## src/hdl/srle_pkg.sv

```systemverilog
`default_nettype none

package srle_pkg;

	localparam int MAX_DIM = 1024;
	localparam int DIM_W   = 11;
	localparam int DIM_LIM = (MAX_DIM > 2047) ? 2047 : MAX_DIM;
	localparam int POS_W   = 10;
	localparam int REM_W   = 7;
	localparam int IDX_W   = 6;

	localparam logic [1:0] MODE_FILL = 2'd0;
	localparam logic [1:0] MODE_ODD  = 2'd1;
	localparam logic [1:0] MODE_COPY = 2'd2;
	localparam logic [1:0] MODE_SKIP = 2'd3;

	localparam logic [1:0] ERR_NONE = 2'd0;
	localparam logic [1:0] ERR_RUN  = 2'd1;
	localparam logic [1:0] ERR_EOD  = 2'd2;

	localparam logic REG_WIDTH  = 1'b0;
	localparam logic REG_HEIGHT = 1'b1;

	typedef enum logic [1:0] {
		ST_CTRL,
		ST_VALUE,
		ST_LIT,
		ST_RUN
	} state_t;

	typedef struct packed {
		logic take_ctrl;
		logic take_value;
		logic take_lit;
		logic run_step;
	} cmd_t;

	typedef struct packed {
		logic [1:0] ctrl_mode;
		logic       lit_last;
		logic       run_last;
		logic       restart;
	} stat_t;

	function automatic logic [DIM_W-1:0] dim_limit(input logic [DIM_W-1:0] v);
		logic [DIM_W-1:0] r;
		if (v == '0)
			r = DIM_W'(1);
		else if (v > DIM_W'(DIM_LIM))
			r = DIM_W'(DIM_LIM);
		else
			r = v;
		return r;
	endfunction

endpackage

`default_nettype wire

```

## src/hdl/srle_ctrl.sv

```systemverilog
`default_nettype none

module srle_ctrl (
	input  wire logic           clk,
	input  wire logic           arst_n,
	input  wire logic           in_valid,
	input  wire logic           out_free,
	input  srle_pkg::stat_t     stat,
	output logic                in_ready,
	output srle_pkg::cmd_t      cmd
);

	srle_pkg::state_t state_q, state_d;
	logic             take;

	always_ff @(posedge clk or negedge arst_n) begin
		if (!arst_n)
			state_q <= srle_pkg::ST_CTRL;
		else
			state_q <= state_d;
	end

	always_comb begin
		in_ready = (state_q != srle_pkg::ST_RUN) && out_free;
		take     = in_valid && in_ready;
		cmd      = '0;
		state_d  = state_q;
		unique case (state_q)
			srle_pkg::ST_CTRL: begin
				cmd.take_ctrl = take;
				if (take && !stat.restart) begin
					if (stat.ctrl_mode == srle_pkg::MODE_COPY)
						state_d = srle_pkg::ST_LIT;
					else if (stat.ctrl_mode != srle_pkg::MODE_SKIP)
						state_d = srle_pkg::ST_VALUE;
				end
			end
			srle_pkg::ST_VALUE: begin
				cmd.take_value = take;
				if (take)
					state_d = srle_pkg::ST_RUN;
			end
			srle_pkg::ST_LIT: begin
				cmd.take_lit = take;
				if (take && (stat.lit_last || stat.restart))
					state_d = srle_pkg::ST_CTRL;
			end
			srle_pkg::ST_RUN: begin
				cmd.run_step = out_free;
				if (out_free && stat.run_last)
					state_d = srle_pkg::ST_CTRL;
			end
			default: state_d = srle_pkg::ST_CTRL;
		endcase
	end

endmodule

`default_nettype wire

```

## src/hdl/srle_dp.sv

```systemverilog
`default_nettype none

module srle_dp (
	input  wire logic                        clk,
	input  wire logic                        arst_n,
	input  srle_pkg::cmd_t                   cmd,
	input  wire logic [7:0]                  in_byte,
	input  wire logic                        in_eod,
	input  wire logic [srle_pkg::DIM_W-1:0]  width_reg,
	input  wire logic [srle_pkg::DIM_W-1:0]  height_reg,
	input  wire logic                        out_ready,
	output srle_pkg::stat_t                  stat,
	output logic                             out_free,
	output logic                             out_valid,
	output logic [31:0]                      out_data,
	output logic                             out_user,
	output logic                             out_last
);

	localparam int DW = srle_pkg::DIM_W;
	localparam int PW = srle_pkg::POS_W;
	localparam int RW = srle_pkg::REM_W;
	localparam int IW = srle_pkg::IDX_W;

	logic [DW-1:0] cur_col_q, cur_row_q;
	logic [RW-1:0] rem_q;
	logic [1:0]    mode_q;
	logic [IW-1:0] idx_q;
	logic [7:0]    value_q;
	logic          eod_q;
	logic          out_valid_q;

	logic          wv_q, done_q, last_q;
	logic [PW-1:0] col_q, row_q;
	logic [7:0]    pix_q;
	logic [1:0]    err_q;

	logic [DW-1:0] w, h;
	logic [RW-1:0] count;
	logic [1:0]    mode;
	logic [RW:0]   span, run_span, inc;
	logic [RW-1:0] run_off;
	logic [DW-1:0] run_col;
	logic          over, run_last, lit_last, run_over, row_adv, done;
	logic          item_end, eod_cur, restart, load;
	logic [DW:0]   col_next;
	logic [DW-1:0] row_next;
	logic [1:0]    err;

	always_comb begin
		w        = srle_pkg::dim_limit(width_reg);
		h        = srle_pkg::dim_limit(height_reg);
		count    = {1'b0, in_byte[5:0]} + RW'(1);
		mode     = in_byte[7:6];
		span     = (mode == srle_pkg::MODE_ODD) ? {count, 1'b0} : {1'b0, count};
		over     = ({1'b0, cur_col_q} + (DW+1)'(span)) > {1'b0, w};
		run_span = (mode_q == srle_pkg::MODE_ODD) ? {rem_q, 1'b0} : {1'b0, rem_q};
		run_off  = (mode_q == srle_pkg::MODE_ODD) ? {idx_q, 1'b1} : {1'b0, idx_q};
		run_col  = cur_col_q + DW'(run_off);
		run_last = ({1'b0, idx_q} + RW'(1)) == rem_q;
		lit_last = rem_q == RW'(1);
		if (cmd.take_ctrl)
			inc = span;
		else if (cmd.take_lit)
			inc = (RW+1)'(1);
		else
			inc = run_span;
		col_next = {1'b0, cur_col_q} + (DW+1)'(inc);
		run_over = (cmd.take_ctrl && !over && mode == srle_pkg::MODE_SKIP)
			|| (cmd.take_lit && lit_last) || (cmd.run_step && run_last);
		row_adv  = run_over && (col_next >= {1'b0, w});
		row_next = cur_row_q + DW'(1);
		done     = row_adv && (row_next >= h);
		item_end = cmd.take_ctrl || cmd.take_lit || (cmd.run_step && run_last);
		eod_cur  = cmd.run_step ? eod_q : in_eod;
		if (cmd.take_ctrl && over)
			err = srle_pkg::ERR_RUN;
		else if (item_end && !done && eod_cur)
			err = srle_pkg::ERR_EOD;
		else
			err = srle_pkg::ERR_NONE;
		restart  = item_end && (done || err != srle_pkg::ERR_NONE);
		out_free = !out_valid_q || out_ready;
		load     = cmd.take_ctrl || cmd.take_lit || cmd.run_step;

		stat.ctrl_mode = mode;
		stat.lit_last  = lit_last;
		stat.run_last  = run_last;
		stat.restart   = restart;
	end

	always_ff @(posedge clk or negedge arst_n) begin
		if (!arst_n) begin
			cur_col_q   <= '0;
			cur_row_q   <= '0;
			rem_q       <= '0;
			mode_q      <= srle_pkg::MODE_FILL;
			idx_q       <= '0;
			out_valid_q <= 1'b0;
		end else begin
			if (load)
				out_valid_q <= 1'b1;
			else if (out_ready)
				out_valid_q <= 1'b0;
			if (restart) begin
				cur_col_q <= '0;
				cur_row_q <= '0;
				rem_q     <= '0;
				mode_q    <= srle_pkg::MODE_FILL;
				idx_q     <= '0;
			end else begin
				if (row_adv) begin
					cur_col_q <= '0;
					cur_row_q <= row_next;
				end else if (run_over || cmd.take_lit) begin
					cur_col_q <= col_next[DW-1:0];
				end
				if (cmd.take_ctrl && !over && mode != srle_pkg::MODE_SKIP) begin
					rem_q <= count;
					idx_q <= '0;
					if (mode != srle_pkg::MODE_COPY)
						mode_q <= mode;
				end
				if (cmd.take_lit)
					rem_q <= rem_q - RW'(1);
				if (cmd.run_step)
					idx_q <= run_last ? '0 : idx_q + IW'(1);
			end
		end
	end

	always_ff @(posedge clk) begin
		if (cmd.take_value) begin
			value_q <= in_byte;
			eod_q   <= in_eod;
		end
		if (load) begin
			wv_q   <= cmd.take_lit || cmd.run_step;
			col_q  <= cmd.take_lit ? cur_col_q[PW-1:0] :
				(cmd.run_step ? run_col[PW-1:0] : '0);
			row_q  <= (cmd.take_lit || cmd.run_step) ? cur_row_q[PW-1:0] : '0;
			pix_q  <= cmd.take_lit ? in_byte : (cmd.run_step ? value_q : 8'd0);
			done_q <= done;
			err_q  <= err;
			last_q <= item_end;
		end
	end

	assign out_valid = out_valid_q;
	assign out_data  = {1'b0, err_q, done_q, pix_q, row_q, col_q};
	assign out_user  = wv_q;
	assign out_last  = last_q;

endmodule

`default_nettype wire

```

## src/hdl/sprite_rle_row_decoder.sv

```systemverilog
// Channel   Dir  Handshake          Payload
// s_*       in   s_tvalid/s_tready  s_tdata stream_byte, s_tlast end_of_data
// m_*       out  m_tvalid/m_tready  m_tdata col/row/value/done/error, m_tuser write_valid,
//                                   m_tlast last_result
// apb       in   psel/penable       frame_width at 0x0, frame_height at 0x4
//
// A control byte or literal byte is consumed as it is taken; a value byte then expands into its run
// (1 to 64 pixels), one pixel per output beat, paced by the single output register.
// A byte is taken while the output register is empty or being drained.
// Reset returns the decoder to frame start with both dimensions at 1.
// Output stalls hold the run in place; no input is taken during a run.
`default_nettype none

module sprite_rle_row_decoder (
	input  wire logic        clk,
	input  wire logic        arst_n,
	input  wire logic        s_tvalid,
	output logic             s_tready,
	input  wire logic [7:0]  s_tdata,   // [7:0] stream_byte
	input  wire logic        s_tlast,
	output logic             m_tvalid,
	input  wire logic        m_tready,
	output logic [31:0]      m_tdata,   // [9:0] pixel_col, [19:10] pixel_row,
	                                    // [27:20] pixel_value, [28] frame_done,
	                                    // [30:29] error_code, [31] zero
	output logic             m_tuser,   // [0] write_valid
	output logic             m_tlast,
	input  wire logic        psel,
	input  wire logic        penable,
	input  wire logic        pwrite,
	input  wire logic [2:0]  paddr,
	input  wire logic [31:0] pwdata,
	output logic [31:0]      prdata,
	output logic             pready
);

	logic [srle_pkg::DIM_W-1:0] width_q, height_q;
	srle_pkg::cmd_t             cmd;
	srle_pkg::stat_t            stat;
	logic                       out_free;

	always_ff @(posedge clk or negedge arst_n) begin
		if (!arst_n) begin
			width_q  <= srle_pkg::DIM_W'(1);
			height_q <= srle_pkg::DIM_W'(1);
		end else if (psel && penable && pwrite) begin
			if (paddr[2] == srle_pkg::REG_HEIGHT)
				height_q <= pwdata[srle_pkg::DIM_W-1:0];
			else
				width_q <= pwdata[srle_pkg::DIM_W-1:0];
		end
	end

	assign pready = 1'b1;
	assign prdata = (paddr[2] == srle_pkg::REG_HEIGHT) ? 32'(height_q) : 32'(width_q);

	srle_ctrl u_ctrl (
		.clk      (clk),
		.arst_n   (arst_n),
		.in_valid (s_tvalid),
		.out_free (out_free),
		.stat     (stat),
		.in_ready (s_tready),
		.cmd      (cmd)
	);

	srle_dp u_dp (
		.clk        (clk),
		.arst_n     (arst_n),
		.cmd        (cmd),
		.in_byte    (s_tdata),
		.in_eod     (s_tlast),
		.width_reg  (width_q),
		.height_reg (height_q),
		.out_ready  (m_tready),
		.stat       (stat),
		.out_free   (out_free),
		.out_valid  (m_tvalid),
		.out_data   (m_tdata),
		.out_user   (m_tuser),
		.out_last   (m_tlast)
	);

endmodule

`default_nettype wire
```

## config.mk

```make
export PLATFORM = sky130hd
export DESIGN_NAME = sprite_rle_row_decoder
export DESIGN_NICKNAME = d
export VERILOG_FILES = /design/src/hdl/srle_pkg.sv /design/src/hdl/srle_ctrl.sv /design/src/hdl/srle_dp.sv /design/src/hdl/sprite_rle_row_decoder.sv
export SDC_FILE = /design/constraint.sdc
export NUM_CORES = 1
export LEC_CHECK = 0
export BUFFER_PORTS_ARGS = -buffer_cell sky130_fd_sc_hd__buf_2
export CORE_AREA = 2 2 146 148
export DETAILED_ROUTE_END_ITERATION = 6
export DIE_AREA = 0 0 148 150
export GPL_TIMING_DRIVEN = 0
export HOLD_SLACK_MARGIN = 0.08
export REMOVE_ABC_BUFFERS = 1
export SLEW_MARGIN = 30
export SYNTH_ARGS = -nofsm -noshare
export SYNTH_HDL_FRONTEND = slang
export SYNTH_SLANG_ARGS = --single-unit
export TNS_END_PERCENT = 5
```

## constraint.sdc

```tcl
create_clock -name clk -period 7.2 [get_ports clk]
set_input_delay 1.8 -clock clk [delete_from_list [all_inputs] [get_ports clk]]
set_output_delay 1.8 -clock clk [all_outputs]
set_load 0.03 [all_outputs]
```

==> impl_metrics.py, run 1 <==
metrics = {
    "outcome": {
        "status": "completed",
    },
    "cts": {
        "cts_setup_buffers": 0,
        "cts_sinks": 104,
        "clkSlewWorstSetupHoldPaths_ns": 0.07,
        "worstSkewPairLatency_ns": 0.36,
        "cts_tree": "built",
        "clock-root-buffer": "clkbuf_16",
        "numCtsBuffers": 9,
        "clockBufferDepth": 2,
        "h-tree-depth": 3,
        "cts_repair_resize_count": 0,
        "holdBufCountCts": 0,
    },
    "worst_setup_path": {
        "endpoint_kind": "register",
        "rrSetupSlack_ns": 1.70,
        "r2r_cells": 19,
        "cp.required_ns": 7.42,
        "cp_max_fo": 22,
        "cp-start-kind": "input pin",
        "critPathKind": "in2reg",
        "worst-endpoint-arrival_ns": 6.78,
    },
    "yosys": {
        "synthArstFlopShare": 0.596,
        "syn_area_per_cell_um2": 9.71,
        "synth_edf_count": 42,
        "synth_seq_cells": 104,
        "synth_area_leaders": "dfrtp_1 21%, edfxtp_1 17%, ha_1 11%",
        "synth_ff_type": "dfrtp_1",
        "yosysSeqAreaShare": 0.386,
        "syn-cell-area_um2": 7290,
        "syn-instance-count": 751,
        "yosysWarnings": 0,
        "synth_top_area_share": 0.206,
        "synth_area_leader_cell": "dfrtp_1",
        "synthDistinctLibCells": 75,
    },
    "grt": {
        "grt_pass1_wl_um": 28300,
        "overflow": 0,
        "grt.total_usage": 0.160,
        "grt_max_degree": 37,
        "grt_pass1_vias": 5336,
        "antenna_found_initial": 0,
    },
    "timing": {
        "setup_tns_ns": 0,
        "fin_crit_sh": 0.911,
        "max_slew.worst_pin.slew_ns": 0.844,
        "slew_headroom": 0.437,
        "rsz0062_at_grt": "no",
        "period_minus_slack_ns": 6.56,
        "finalSetupViolCount": 0,
        "final_hold_viol_count": 0,
        "fin_skew_ns": 0.0110,
        "layout_setup_ws_ns": 0.637,
        "max_freq_ghz": 0.152,
        "slew_viol_final": 0,
    },
    "detailed_routing": {
        "drtAntennaViolNets": 0,
        "drt-initial-drc-count": 344,
        "vias_per_cell": 5.06,
        "first_pass_iters": 5,
        "drt-total-wl_um": 17200,
        "vias": 5489,
        "wire_per_inst_um": 15.8,
        "drc": 0,
    },
    "die": {
        "core-area_um2": 20700,
        "row_count": 53,
        "start_util": 0.353,
        "fp.dieW_um": 148,
        "die_y_um": 150,
        "die_area_um2": 22200,
        "ioPinCount": 120,
    },
    "placement": {
        "pre_cts_slack_ns": 0.267,
        "globalplace.congestion": 0.853,
        "port_buffers": 73,
        "dpl.hpwl_um": 13200,
    },
    "hold_path": {
        "worstHoldPathType": "reg2reg",
        "holdPathStages": 1,
    },
    "finish": {
        "diodes": 0,
        "syn2layout_area_growth_pct": 11.4,
        "drive_above_1_share": 0.182,
        "final_nets": 921,
    },
    "power_and_ir_drop": {
        "p_per_area_nw_per_um2": 346,
        "ir_worst_vdd_uv": 144,
        "p_leak_nw": 3.67,
    },
    "run": {
        "cap_violations": 0,
    },
}
kinds of logic (layout without fill, tap and decap cells):
group / count (synthesis) / in the layout / share of synthesized area
muxes: 37 / 37 / 0.0563
DFF: 104 / 104 / 0.386
AOI/OAI and AO/OA: 183 / 183 / 0.172
other: 2 / 23 / 0.00103
xor gates and xnor gates: 43 / 43 / 0.0527
buffers and inverters: 80 / 117 / 0.0588
and+or+nand+nor: 236 / 236 / 0.157
adders and majority gates: 66 / 66 / 0.116
cell usage after synthesis (all sizes together), types with 3 or more instances:
master  number
a31oi        8
a31o         7
fa           3
o21ai       40
ha          63
dfrtp       60
nor2        54
nand2       79
mux2i        5
o211ai       5
nor2b        8
o21a         6
a32o        10
clkbuf      15
nand3       22
and3         6
mux2        32
buf         39
and2        12
o31ai        5
nor4         5
or2          8
or3         11
a21o        13
xnor2       22
a22o        10
nor3         5
inv         25
nand3b       3
nand2b      11
edfxtp      42
a21oi       49
xor2        21
o21bai       3
nand4        8
a211oi       3
o22ai        4
per-stage QoR:
stage                     power (mW)  utilization  hold WS (ns)  instances  area (µm²)
after floorplan                 1.91            -         0.491        718        7040
after global placement          2.27        0.375         0.510       1066        7750
after detailed placement        2.30        0.377         0.527       1068        7810
after CTS                       2.83        0.393         0.545       1084        8120
after global routing            3.03        0.393         0.559       1084        8120
final                           2.81        0.393         0.546       1084        8120
cells in the final DEF (no fill, tap or decap), drive strengths merged, types with 7 or more instances in the layout:
| cell | synthesis | layout |
|---|---|---|
| a21o | 13 | 13 |
| a21oi | 49 | 49 |
| a22o | 10 | 10 |
| a31o | 7 | 7 |
| a31oi | 8 | 8 |
| a32o | 10 | 10 |
| and2 | 12 | 12 |
| buf | 39 | 75 |
| clkbuf | 15 | 9 |
| conb | 2 | 23 |
| dfrtp | 60 | 60 |
| edfxtp | 42 | 42 |
| ha | 63 | 63 |
| inv | 25 | 28 |
| mux2 | 32 | 32 |
| nand2 | 79 | 79 |
| nand2b | 11 | 11 |
| nand3 | 22 | 22 |
| nand4 | 8 | 8 |
| nor2 | 54 | 54 |
| nor2b | 8 | 8 |
| o21ai | 40 | 40 |
| or2 | 8 | 8 |
| or3 | 11 | 11 |
| xnor2 | 22 | 22 |
| xor2 | 21 | 21 |
power breakdown:
part           total [mW]  internal, mW  leakage (nW)  switching (mW)
sequential          0.938         0.800          1.20           0.139
clock               0.528         0.278         0.147           0.250
combinational        1.34         0.494          2.32           0.851
flip-flops by register name (all words and copies together), names as in the netlist, 2 cells and up:
signal          cells
height_q           11
u_dp.cur_col_q     11
u_dp.cur_row_q     11
width_q            11
u_dp.col_q         10
u_dp.row_q         10
u_dp.pix_q          8
u_dp.value_q        8
u_dp.rem_q          7
u_dp.idx_q          6
u_ctrl.state_q      2
u_dp.err_q          2
u_dp.mode_q         2
cell type report:
class | instances | area, µm²
Clock buffer | 9 | 225
Clock inverter | 7 | 90.1
Fill cell | 2115 | 12600
Inverter | 26 | 97.6
Multi-Input combinational cell | 588 | 4140
Sequential cell | 104 | 2820
Tap cell | 275 | 344
Timing Repair Buffer | 75 | 415
worst paths after layout:
kind	start	to
worst max-delay path	s_tdata[6]	u_dp.idx_q[5]
worst min-delay path	u_dp.value_q[0]	u_dp.pix_q[0]
worst max register to register	u_dp.out_valid	u_dp.idx_q[5]
worst min register to register	u_dp.value_q[0]	u_dp.pix_q[0]
max in group asynchronous	arst_n	height_q[0]
min in group asynchronous	arst_n	height_q[4]
metal layers:
layer | GRT usage | part of all wire
met1 | 0.226 | 0.49
met2 | 0.257 | 0.46
met3 | 0.0250 | 0.038
met4 | 0.0410 | 0.0095
met5 | 0 | 0
worst max-delay path, cell delays in order:
cell,delay [ns]
buf_2,0.16
nor2b_1,0.40
nor2_1,0.13
o21ai_0,0.17
o31ai_1,0.10
ha_1,0.25
fa_1,0.41
a21o_1,0.18
a21oi_1,0.25
nor2b_1,0.11
o31a_1,0.26
o22ai_1,0.42
xnor2_1,0.12
ha_1,0.30
nand2_1,0.05
or4_1,0.50
a31oi_1,0.23
a211oi_2,0.12
a31oi_4,0.35
a21o_4,0.36
o41ai_2,0.11
(Power assumes the default switching activity.)
==> inputs of run 2 (changes only) <==
BUFFER_PORTS_ARGS = -buffer_cell sky130_fd_sc_hd__buf_4   (was -buffer_cell sky130_fd_sc_hd__buf_2)
==> run 2 against run 1 <==
Maximum frequency grew 0.22%. Utilization increased by 0.79 points. Combinational power grew 5%. First-iteration DRC count increased by 7.3%. Sequential power increased by 0.6%. Clock power rose by 2%. Critical path type unchanged. Critical endpoint unchanged. Largest cell class unchanged.
==> impl_metrics.py, run 2 (synthesis results as in run 1) <==
metrics = {
    "placement": {
        "placed_area_um2": 7970,
        "globalplace.congestion": 0.839,
        "place_inst": 1067,
        "dpl.hpwl_um": 13100,
        "port_buffers": 73,
    },
    "die": {
        "fp.dieW_um": 148,
        "core-area_um2": 20700,
        "start_util": 0.353,
        "die_area_um2": 22200,
        "die_y_um": 150,
        "row_count": 53,
        "ioPinCount": 120,
    },
    "power_and_ir_drop": {
        "power_mw": 2.89,
        "p_per_area_nw_per_um2": 349,
        "p_leak_nw": 3.72,
        "ir_worst_vdd_uv": 116,
    },
    "worst_setup_path": {
        "crit_cells": 21,
        "cp-start-kind": "input pin",
        "cp_max_fo": 22,
        "r2r-end": "u_dp.idx_q[5]",
        "cp_top_family": "compound AO/OA/AOI/OAI gates",
        "crit_slowest_cell": "or4_1",
        "critPathKind": "in2reg",
        "cp.required_ns": 7.42,
        "crit_path_end": "u_dp.idx_q[5]",
        "r2r_cells": 19,
        "endpoint_kind": "register",
        "crit_start": "m_tready",
        "worst-endpoint-arrival_ns": 6.77,
        "cp.buffers_inverters": 1,
        "max_stage_delay_ns": 0.50,
        "worstPathCellList": "buf_4, nand2b_1, nand2_1, or2_1, nor2_1, a22o_1, ha_1, a21o_1, a21oi_1, nor2b_1, o31a_1, o22ai_1, xnor2_1, ha_1, nand2_1, or4_1, a31oi_1, a211oi_2, a31oi_4, a21o_4, o41ai_2",
        "rrSetupSlack_ns": 1.73,
        "reg2reg_from": "u_dp.out_valid",
    },
    "detailed_routing": {
        "drc": 0,
        "drt-initial-drc-count": 369,
        "vias": 5586,
        "drtAntennaViolNets": 0,
        "wire_per_inst_um": 15.9,
        "vias_per_cell": 5.16,
        "first_pass_iters": 4,
        "drt-total-wl_um": 17200,
    },
    "finish": {
        "fillers": 2082,
        "diodes": 0,
        "syn2layout_area_growth_pct": 13.6,
        "layout_common_cells": "78 x nand2_1, 73 x buf_4, 63 x ha_1",
        "register_area_um2": 2820,
        "multiInputGateArea_um2": 4140,
        "fin_area_um2": 8290,
        "instances_no_fill": 1083,
        "final_nets": 920,
        "drive_above_1_share": 0.179,
        "layout.cells.most_common": "nand2_1",
    },
    "run": {
        "cap_violations": 0,
    },
    "grt": {
        "met3_usage": 0.0271,
        "overflow": 0,
        "antenna_found_initial": 0,
        "grt_max_degree": 63,
        "grt_use_met1": 0.224,
        "grt_pass1_wl_um": 28500,
        "met2_usage": 0.260,
        "grt.total_usage": 0.161,
        "grt_pass1_vias": 5472,
        "grt-busiest-layer": "met2",
    },
    "cts": {
        "clkSlewWorstSetupHoldPaths_ns": 0.07,
        "h-tree-depth": 3,
        "clockBufferDepth": 2,
        "clock-root-buffer": "clkbuf_16",
        "cts_repair_resize_count": 0,
        "cts_sinks": 104,
        "holdBufCountCts": 0,
        "cts_setup_buffers": 0,
        "worstSkewPairLatency_ns": 0.36,
        "numCtsBuffers": 9,
        "cts_tree": "built",
    },
    "timing": {
        "period_minus_slack_ns": 6.55,
        "slew_headroom": 0.429,
        "slew_viol_final": 0,
        "holdWs_ns": 0.543,
        "fin_crit_sh": 0.909,
        "final_hold_viol_count": 0,
        "fin_skew_ns": 0.00804,
        "max_freq_ghz": 0.153,
        "rsz0062_at_grt": "no",
        "finalSetupViolCount": 0,
        "max_slew.worst_pin.slew_ns": 0.857,
    },
    "outcome": {
        "status": "completed",
    },
    "hold_path": {
        "worstHoldPathType": "reg2reg",
    },
}
## run 2: cell types whose count changed in the layout (fill, tap and decap cells not counted), sizes merged
| cell | before | now |
|---|---|---|
| buf | 75 | 74 |
| bufinv | 1 | 2 |
| clkbuf | 9 | 10 |
| clkinvlp | 2 | 1 |
| inv | 28 | 27 |
## run 2: final cells by class
| class | instances | area share |
|---|---|---|
| Tap cell | 275 | 0.0415 |
| Multi-Input combinational cell | 588 | 0.499 |
| Inverter | 26 | 0.0118 |
| Clock inverter | 6 | 0.0109 |
| Clock buffer | 10 | 0.0276 |
| Timing Repair Buffer | 74 | 0.0695 |
| Sequential cell | 104 | 0.340 |
## run 2: where the power goes
part           switching, mW  total, mW  internal (mW)  leakage, nW
Clock                  0.233      0.540          0.307        0.153
Sequential             0.143      0.944          0.801         1.20
Combinational          0.854       1.41          0.552         2.36
Total                   1.23       2.89           1.66         3.72
## run 2: metal layers
| metal | vias to the layer above | part of all wire |
|---|---|---|
| li1 | 2766 | - |
| met1 | 2707 | 0.49 |
| met2 | 97 | 0.46 |
| met3 | 16 | 0.031 |
| met4 | 0 | 0.013 |
| met5 | - | 0 |
## run 2: stage by stage
step           setup slack [ns]  setup TNS, ns   util
2_1_floorplan              1.01              0      -
4_1_cts                   0.691              0  0.401
3_3_place_gp             -0.115          -2.82  0.383
5_1_grt                   0.302              0  0.401
3_5_place_dp              0.331              0  0.385
6_report                  0.652              0  0.401
## run 2: worst min-delay path by stage
stage / startpoint / end / slack (ns) / cells past startpoint
after floorplan: u_dp.mode_q[1] / u_dp.mode_q[1] / 0.49 / 1
after global placement: u_dp.mode_q[1] / u_dp.mode_q[1] / 0.52 / 1
after detailed placement: u_dp.mode_q[1] / u_dp.mode_q[1] / 0.52 / 1
after CTS: u_dp.mode_q[1] / u_dp.mode_q[1] / 0.54 / 1
after global routing: u_dp.value_q[7] / u_dp.pix_q[7] / 0.57 / 1
final: u_dp.value_q[5] / u_dp.pix_q[5] / 0.54 / 1
==> inputs of run 3 (changes only) <==
CELL_PAD_IN_SITES_DETAIL_PLACEMENT = 1   (was default)
CELL_PAD_IN_SITES_GLOBAL_PLACEMENT = 1   (was default)
PLACE_DENSITY_LB_ADDON = 0.1   (was default)
==> run 3 against run 2 <==
Via count increased by 3.3%. Global-route usage is 2.9 points higher. Critical endpoint is now u_dp.cur_col_q[3]. Largest cell class unchanged. Sequential power rose by 0.7%.
==> impl_metrics.py, run 3 (synthesis results as in run 1) <==
metrics = {
    "die": {
        "die_y_um": 150,
        "die_area_um2": 22200,
        "ioPinCount": 120,
        "start_util": 0.353,
        "core-area_um2": 20700,
        "fp.dieW_um": 148,
        "row_count": 53,
    },
    "placement": {
        "port_buffers": 73,
        "globalplace.congestion": 0.845,
        "dpl.hpwl_um": 15700,
        "placed_area_um2": 7960,
    },
    "detailed_routing": {
        "drc": 0,
        "drt-initial-drc-count": 249,
        "drt-total-wl_um": 20400,
        "first_pass_iters": 4,
        "wire_per_inst_um": 18.8,
        "vias": 5771,
        "vias_per_cell": 5.33,
        "drtAntennaViolNets": 0,
    },
    "timing": {
        "max_slew.worst_pin.slew_ns": 0.922,
        "setup_tns_ns": 0,
        "fin_skew_ns": 0.00795,
        "rsz0062_at_grt": "no",
        "final_hold_viol_count": 0,
        "finalSetupViolCount": 0,
        "max_freq_ghz": 0.149,
        "slew_viol_final": 0,
        "fin_crit_sh": 0.932,
        "period_minus_slack_ns": 6.71,
        "slew_headroom": 0.386,
    },
    "worst_setup_path": {
        "worstPathCellList": "buf_4, nor2b_1, nor2_1, o21ai_0, o31ai_1, ha_1, fa_1, a21o_1, a21oi_1, nor2b_1, o31a_1, o22ai_1, xnor2_1, ha_1, nand2_1, or4_1, a31oi_1, a211oi_2, a31oi_4, nor2_2, a32o_1",
        "endpoint_kind": "register",
        "max_stage_delay_ns": 0.53,
        "worst-endpoint-arrival_ns": 6.96,
        "rrSetupSlack_ns": 1.52,
        "critPathKind": "in2reg",
        "cp.required_ns": 7.45,
        "cp.buffers_inverters": 1,
        "cp_top_family": "compound AO/OA/AOI/OAI gates",
        "cp-start-kind": "input pin",
        "crit_slowest_cell": "or4_1",
        "cp_max_fo": 9,
    },
    "finish": {
        "syn2layout_area_growth_pct": 13.2,
        "register_area_um2": 2820,
        "fillers": 2397,
        "diodes": 0,
        "final_nets": 920,
        "fin_area_um2": 8250,
        "drive_above_1_share": 0.179,
        "layout.cells.most_common": "nand2_1",
        "multiInputGateArea_um2": 4140,
        "layout_common_cells": "78 x nand2_1, 72 x buf_4, 63 x ha_1",
    },
    "grt": {
        "antenna_found_initial": 0,
        "grt_max_degree": 63,
        "grt.total_usage": 0.191,
        "grt_pass1_wl_um": 33000,
        "grt_pass1_vias": 6262,
        "overflow": 0,
    },
    "cts": {
        "cts_repair_resize_count": 0,
        "cts_tree": "built",
        "cts_sinks": 104,
        "holdBufCountCts": 0,
        "clockBufferDepth": 2,
        "cts_setup_buffers": 0,
        "numCtsBuffers": 9,
        "clkSlewWorstSetupHoldPaths_ns": 0.08,
        "clock-root-buffer": "clkbuf_16",
        "worstSkewPairLatency_ns": 0.36,
        "h-tree-depth": 3,
    },
    "power_and_ir_drop": {
        "p_leak_nw": 3.71,
        "p_per_area_nw_per_um2": 353,
        "ir_worst_vdd_uv": 138,
    },
    "run": {
        "cap_violations": 0,
    },
    "hold_path": {
        "worstHoldPathType": "reg2reg",
    },
    "outcome": {
        "status": "completed",
    },
}
## run 3: path summary, 6_finish.rpt
| check | endpoint | from | cells after the start |
|---|---|---|---|
| setup / recovery | u_dp.cur_col_q[3] | s_tdata[6] | 21 |
| max in group asynchronous | width_q[10] | arst_n | 1 |
| hold / removal | u_dp.mode_q[1] | u_dp.mode_q[1] | 1 |
| min in group asynchronous | u_dp.idx_q[2] | arst_n | 1 |
| hold reg to reg | u_dp.mode_q[1] | u_dp.mode_q[1] | 1 |
| setup reg to reg | u_dp.cur_col_q[3] | u_dp.out_valid | 19 |
## run 3: layer usage
| metal | track usage | share of wire |
|---|---|---|
| met1 | 0.235 | 0.44 |
| met2 | 0.342 | 0.51 |
| met5 | 0 | 0 |
| met4 | 0.0629 | 0.016 |
| met3 | 0.0280 | 0.030 |
## run 3: metrics by stage
step                power (mW)  setup WS [ns]  cells  hold WS, ns  utilization
detailed placement        2.42         0.0743   1067        0.517        0.385
floorplan                 1.91           1.01    718        0.491            -
finish                    2.91          0.487   1083        0.539        0.399
global route              3.11         0.0352   1083        0.553        0.399
CTS                       2.94          0.427   1083        0.538        0.399
global placement          2.36         -0.214   1066        0.510        0.383
## run 3: layout make-up
class,count,share of cell area
Multi-Input combinational cell,588,0.501
Sequential cell,104,0.341
Timing Repair Buffer,74,0.0693
Tap cell,275,0.0417
Clock buffer,12,0.0311
Inverter,26,0.0118
Clock inverter,4,0.00394
## run 3: power by group
| part | total [mW] | switching, mW | internal, mW |
|---|---|---|---|
| registers | 0.951 | 0.150 | 0.800 |
| clock network | 0.504 | 0.246 | 0.259 |
| logic | 1.46 | 0.902 | 0.555 |
| total | 2.91 | 1.30 | 1.61 |
